### src/esm_pkg.sv
`default_nettype none

package esm_pkg;

    localparam int VALUE_W = 32;
    localparam int COL_W   = 11;
    localparam int MAT_W   = VALUE_W + COL_W;
    localparam int ACC_W   = 72;

    typedef enum logic [1:0] {
        KIND_WRITE_ENTRY  = 2'd0,
        KIND_WRITE_VECTOR = 2'd1,
        KIND_COMPUTE      = 2'd2,
        KIND_UNUSED       = 2'd3
    } esm_kind_t;

    typedef enum logic [1:0] {
        CFG_NUM_ROWS      = 2'd0,
        CFG_SLOTS_PER_ROW = 2'd1,
        CFG_INDEX_BASE    = 2'd2,
        CFG_NONE          = 2'd3
    } esm_cfg_index_t;

    typedef enum logic [1:0] {
        ESM_IDLE,
        ESM_ISSUE,
        ESM_WAIT,
        ESM_FINISH
    } esm_state_t;

    // One slot's operands as they leave the memory pipeline.
    typedef struct packed {
        logic               valid;
        logic               last;
        logic               bad;
        logic [VALUE_W-1:0] a;
        logic [VALUE_W-1:0] b;
    } esm_operand_t;

    // Row total after rounding and clipping.
    typedef struct packed {
        logic               done;
        logic               bad;
        logic               sat;
        logic [VALUE_W-1:0] value;
    } esm_mac_res_t;

endpackage

`default_nettype wire

### src/esm_mac.sv
`default_nettype none

module esm_mac (
    input  wire logic                        clk,
    input  wire logic                        rst_n,
    input  wire logic                        start,
    input  wire logic                        start_sub,
    input  wire logic [esm_pkg::VALUE_W-1:0] start_q,
    input  wire esm_pkg::esm_operand_t       opnd,
    output esm_pkg::esm_mac_res_t            res
);

    localparam int ACC_W = esm_pkg::ACC_W;

    logic signed [63:0]      prod_full;
    logic signed [63:0]      prod_reg;
    logic                    valid3_reg;
    logic                    last3_reg;
    logic                    bad3_reg;

    logic signed [ACC_W-1:0] acc_reg;
    logic signed [ACC_W-1:0] acc_next;
    logic signed [ACC_W-1:0] prod_ext;
    logic                    sub_reg;
    logic                    bad_reg;
    logic                    bad_next;
    logic                    done_reg;

    logic [ACC_W-1:0]        rnd;
    logic                    sat_hi;
    logic                    sat_lo;

    assign prod_full = $signed(opnd.a) * $signed(opnd.b);

    // Product stage; a bad column contributes zero.
    always_ff @(posedge clk)
    begin
        prod_reg  <= opnd.bad ? 64'sd0 : prod_full;
        bad3_reg  <= opnd.bad;
        last3_reg <= opnd.last;
    end

    assign prod_ext = {{(ACC_W-64){prod_reg[63]}}, prod_reg};

    always_comb
    begin
        acc_next = acc_reg;
        bad_next = bad_reg;
        if (start)
        begin
            // q in Q16.16 is placed at Q32.32 alignment.
            acc_next = start_sub ? {{(ACC_W-48){start_q[31]}}, start_q, 16'd0} : '0;
            bad_next = 1'b0;
        end
        else if (valid3_reg)
        begin
            acc_next = sub_reg ? (acc_reg - prod_ext) : (acc_reg + prod_ext);
            bad_next = bad_reg | bad3_reg;
        end
    end

    always_ff @(posedge clk)
    begin
        acc_reg <= acc_next;
        bad_reg <= bad_next;
        if (start)
        begin
            sub_reg <= start_sub;
        end
    end

    always_ff @(posedge clk or negedge rst_n)
    begin
        if (!rst_n)
        begin
            valid3_reg <= 1'b0;
            done_reg   <= 1'b0;
        end
        else
        begin
            valid3_reg <= opnd.valid;
            done_reg   <= valid3_reg && last3_reg;
        end
    end

    // Round half up at bit 15, then clip to the signed 32-bit range.
    assign rnd    = acc_reg + ACC_W'(32768);
    assign sat_hi = !rnd[ACC_W-1] && (|rnd[ACC_W-1:47]);
    assign sat_lo = rnd[ACC_W-1] && !(&rnd[ACC_W-1:47]);

    assign res.done  = done_reg;
    assign res.bad   = bad_reg;
    assign res.sat   = sat_hi || sat_lo;
    assign res.value = sat_hi ? 32'h7FFF_FFFF : (sat_lo ? 32'h8000_0000 : rnd[47:16]);

endmodule

`default_nettype wire

### config.mk
export PLATFORM = sky130hd
export DESIGN_NAME = esm_mac
export DESIGN_NICKNAME = d
export VERILOG_FILES = /design/src/esm_pkg.sv /design/src/esm_mac.sv
export SDC_FILE = /design/constraint.sdc
export NUM_CORES = 2
export LEC_CHECK = 0
export BUFFER_PORTS_ARGS = -buffer_cell sky130_fd_sc_hd__buf_2
export CORE_UTILIZATION = 38
export DETAILED_ROUTE_END_ITERATION = 7
export PLACE_DENSITY = 0.61
export SKIP_LAST_GASP = 1
export SLEW_MARGIN = 10
export SYNTH_ARGS = -nofsm -noshare
export SYNTH_HDL_FRONTEND = slang
export SYNTH_SLANG_ARGS = --single-unit
export TNS_END_PERCENT = 50
### constraint.sdc
create_clock -name clk -period 4.7 [get_ports clk]
set_clock_uncertainty 0.1 [all_clocks]
set_input_delay 1.41 -clock clk [delete_from_list [all_inputs] [get_ports clk]]
set_output_delay 1.41 -clock clk [all_outputs]
set_load 0.01 [all_outputs]
Word-level counts from Yosys, hierarchy flattened
Index checks and enable logic that the tools add are counted.
W data, S select, Z words.

cells by class
  $mul = 1
  muxes and demuxes = 6
  bitwise operators = 1
  reduce and logical (&&, ||, !) cells = 9
  add/subtract/negate cells = 3

operators by type and width
  cell                      count
  $mux W72                  4
  $add A72 B17 Y72 const B  1
  $add A72 B64 Y72          1
  $sub A72 B64 Y72          1
  $mul A32 B32 Y64          1
  $mux W32                  2
  $reduce_and A25 Y1        1
  $reduce_or A25 Y1         1
  $logic_and A1 B1 Y1       3
  $logic_not A1 Y1          2
  $reduce_bool A2 Y1        1
  $logic_or A1 B1 Y1        1
  $or A1 B1 Y1              1

storage, ports and cells
  word-level logic and storage cells = 28
  register bits = 142
  output and inout port bits = 35

Logic depth before layout (Yosys ltp)
  word-level depth = 6
  depth in mapped cells = 28
  mapped depth without buffers = 27

Worst setup path before layout
OpenSTA, ideal clock, no wires.

  path type = input-to-reg
  from = in opnd[63] (netlist name)
  to = reg prod_reg[56]
  library setup time = 80 ps
  slack = -4214 ps
  cell stages on the path = 27
  arrival time = 8734 ps
  buffers on the path = 2
  path through = clkbuf_1 -> nand2_1 -> inv_1 -> fa_1 -> inv_1 -> fa_1 -> inv_1 -> fa_1 -> fa_1 -> inv_1 -> fa_1 -> inv_1 -> fa_1 -> inv_1 -> fa_1 -> inv_1 -> fa_1 -> ha_1 -> clkbuf_1 -> a21oi_1 -> o21ai_0 -> a211o_1 -> a211oi_1 -> a211oi_1 -> o31a_1 -> o21ai_0 -> nor3b_1

between the ends
  longest elaborated chain between the ends = 1

ends and longest elaborated chain
  what                  line           RTL
  from (decl)           esm_mac.sv:9   input wire esm_pkg::esm_operand_t opnd,
  $mul A32 B32 Y64      esm_mac.sv:33  assign prod_full = $signed(opnd.a) * $signed(opnd.b);
  to (signal assigned)  esm_mac.sv:38  prod_reg <= opnd.bad ? 64'sd0 : prod_full;
  to (decl)             esm_mac.sv:16  logic signed [63:0] prod_reg;

Every way passes these cells.
A chain may end at the register's enable or synchronous reset.

Worst setup path in the final report
  from = in opnd[12] (netlist name)
  to = reg prod_reg[54]

Same word-level chain as after synthesis.

==> results.txt <==
Nets: 7577
Post-DP Area: 56600 sq um
unrepaired setup endpoints after global routing: true
worst-path maximum fanout: 7
YS warnings: 0
Starting Density: 0.383
Clk Latency, worst-skew pair: 0.47 ns
FF-to-FF path depth: 22
register bit total from synthesis: 142
most frequent cells after synthesis: 1083 x fa_1, 1037 x inv_1, 611 x nand2_1
Tot GR Track Use: 0.221
DRC violations left: 0
failing checks: negative setup slack
syn_area_per_cell: 8.96 sq um
hold crit path type: reg2reg
cts bufs inserted: 17
layout overhead on the synthesized area: 28.0%
hold path start: last3_reg
# setup viols final: 113
critical path launch point type: input pin
Pre-antenna DRT Iters: 5
Worst-Margin Slew: 0.716 ns
Antenna Violating Nets Remaining: 0
Filler Cell Count: 11400
Hold Path Depth: 1
Synth Instances: 5357
slew margin rel.: 0.523
fmax: 125 MHz
most frequent cell after synthesis: fa_1
share of cells above drive strength 1: 0.258
Hold Vio Cnt, Final: 0
Root Driver: clkbuf_16
Die Span Y: 357 um
MaxCap Viol Count: 0
IO Pins: 138
core area: 125000 sq um
Top FF cell, synth: edfxtp_1
Vias: 39000
drt total wl: 140 mm
sequential share of the synthesized area: 0.0747
1st-iter DRT viols: 2197
Async S/R FF share, synth: 0.0141
CTS tree: done
Synth Cell Area: 48000 sq um
total grt overflow: 0
H-tree levels: 4
placer congestion estimate: 0.907
worst r2r src: prod_reg[2]
Crit Path Class: in2reg
Worst Setup Slack post-DPL: -4.04 ns
worst-case hold slack: 0.348 ns
HPWL after DPL: 118 mm
status: finished, violations left
design area: 61400 sq um
Yosys top cell by area: fa_1
final cell count without fillers: 7799
EDFF count, synth: 73
Final Slew Violations: 0
placed cell count: 7653
Clock transition at path regs: 0.07 ns
Unique masters post-synth: 83
area share of the largest cell type after synthesis: 0.452
Routed WL per cell: 17.9 um
Clock Path Buffers: 2
initial antenna violation count: 3
vias per inst: 5.00
first-pass GRT wire length: 223 mm
largest net degree at the start of global routing: 75
RR Endpoint: acc_reg[55]
worst path required time: 4.91 ns
Die ar.: 128000 sq um
Rows: 130
Worst R2R Setup Slack: -0.36 ns
I/O Buffers: 137
Tmin final: 7.97 ns
register area: 3580 sq um
Clock Sinks: 142
crit share post-route: 1.70
crit path capture type: flip-flop
Largest register FFs: 72
Arr. time, crit path: 8.18 ns
synth top area cells: fa_1 45%, inv_1 8.1%, and2_1 7.0%
Hold EP: done_reg
final setup margin: -3.27 ns
Multi-input gate area: 42000 sq um
vias in the first global route: 41100
Die Span X: 357 um
syn nets: 6800
-- repair_timing --
action | CTS | global route
pin swaps | 137 | 258
gates resized for setup | 305 | 459
hold buffers | 0 | 0
buffers inserted | 60 | 47
cloned | 3 | 6
endpoints found under the setup margin | 128 | 138
-- cells by family after synthesis --
| group | Yosys count | share of synthesized area |
|---|---|---|
| and+or+nand+nor | 1673 | 0.175 |
| adders and majority gates | 1340 | 0.519 |
| buffers and inverters | 1330 | 0.105 |
| AOI/OAI and AO/OA | 630 | 0.0822 |
| xor gates and xnor gates | 229 | 0.0418 |
| DFF | 142 | 0.0747 |
| muxes | 13 | 0.00279 |
-- layout by cell type (no fill, tap or decap), types with 15 or more instances in the layout --
master / Yosys / routed
buf_4: 4 / 763
xnor2_2: 0 / 15
and2_1: 540 / 492
ha_1: 257 / 192
nand3_1: 56 / 47
a21oi_1: 189 / 131
o21ai_2: 9 / 30
ha_4: 0 / 55
nor3_1: 42 / 32
o21ai_0: 132 / 95
clkbuf_16: 0 / 24
a21oi_2: 1 / 45
fa_2: 0 / 85
nand2_1: 611 / 587
buf_8: 0 / 38
nor2b_1: 21 / 17
a31oi_1: 30 / 24
nor2_1: 215 / 202
and2_4: 0 / 47
dfxtp_1: 67 / 66
a21o_1: 82 / 81
nand2_2: 1 / 18
buf_2: 5 / 78
inv_1: 1037 / 992
fa_1: 1083 / 998
and3_1: 26 / 23
nand4_1: 64 / 64
buf_12: 0 / 62
inv_2: 0 / 44
edfxtp_1: 73 / 73
o21ai_1: 24 / 34
xnor2_1: 161 / 146
nand2b_1: 21 / 21
xor2_1: 68 / 66
buf_6: 4 / 95
o21bai_1: 38 / 33
-- final cells by class --
cell class,count,share of cell area
Multi-Input combinational cell,3885,0.683
Clock inverter,14,0.00230
Antenna cell,2,0.0000815
Clock buffer,18,0.00733
Tap cell,1650,0.0336
Timing Repair Buffer,1051,0.152
Sequential cell,142,0.0584
Inverter,1037,0.0634
-- worst max-delay path by stage --
stage          depth (start not counted)  startpoint            to
6_report                              27    opnd[12]  prod_reg[54]
5_1_grt                               27    opnd[47]  prod_reg[54]
4_1_cts                               25    opnd[12]  prod_reg[48]
3_5_place_dp                          26     opnd[8]  prod_reg[56]
3_3_place_gp                          26     opnd[8]  prod_reg[58]
2_1_floorplan                         26     opnd[5]  prod_reg[57]
-- metrics by stage --
step | utilization | TNS [ns]
finish | 0.490 | -174.98
global route | 0.490 | -199.58
CTS | 0.470 | -182.78
detailed placement | 0.451 | -210.53
global placement | 0.451 | -208.80
floorplan | - | -152.73
-- worst max-delay path, cell delays in order --
cell and delay (ns):
buf_12 0.11, buf_12 0.14, buf_12 0.13, and2_4 0.15, fa_1 0.49, inv_2 0.04, fa_1 0.50, fa_1 0.57
inv_2 0.04, fa_2 0.36, fa_1 0.53, fa_1 0.42, fa_1 0.49, fa_1 0.61, ha_4 0.23, a21o_1 0.17
a21o_1 0.20, a221oi_2 0.25, o221a_2 0.28, nor2b_4 0.05, a211oi_4 0.21, buf_12 0.16, buf_4 0.10, a21oi_2 0.05
a21o_1 0.20, a211oi_2 0.21, nor4_1 0.07
-- per-layer routing --
| layer | vias up | GRT usage | routed length [um] |
|---|---|---|---|
| met1 | 19700 | 0.320 | 63700 |
| met4 | 2 | 0.0444 | 2660 |
| met2 | 1159 | 0.352 | 63700 |
| met5 | - | 0 | 10 |
| li1 | 18000 | - | - |
| met3 | 147 | 0.0290 | 9640 |
Power is not shown: default switching activity piles up to over one toggle a cycle in this logic, so the estimate is an artifact.
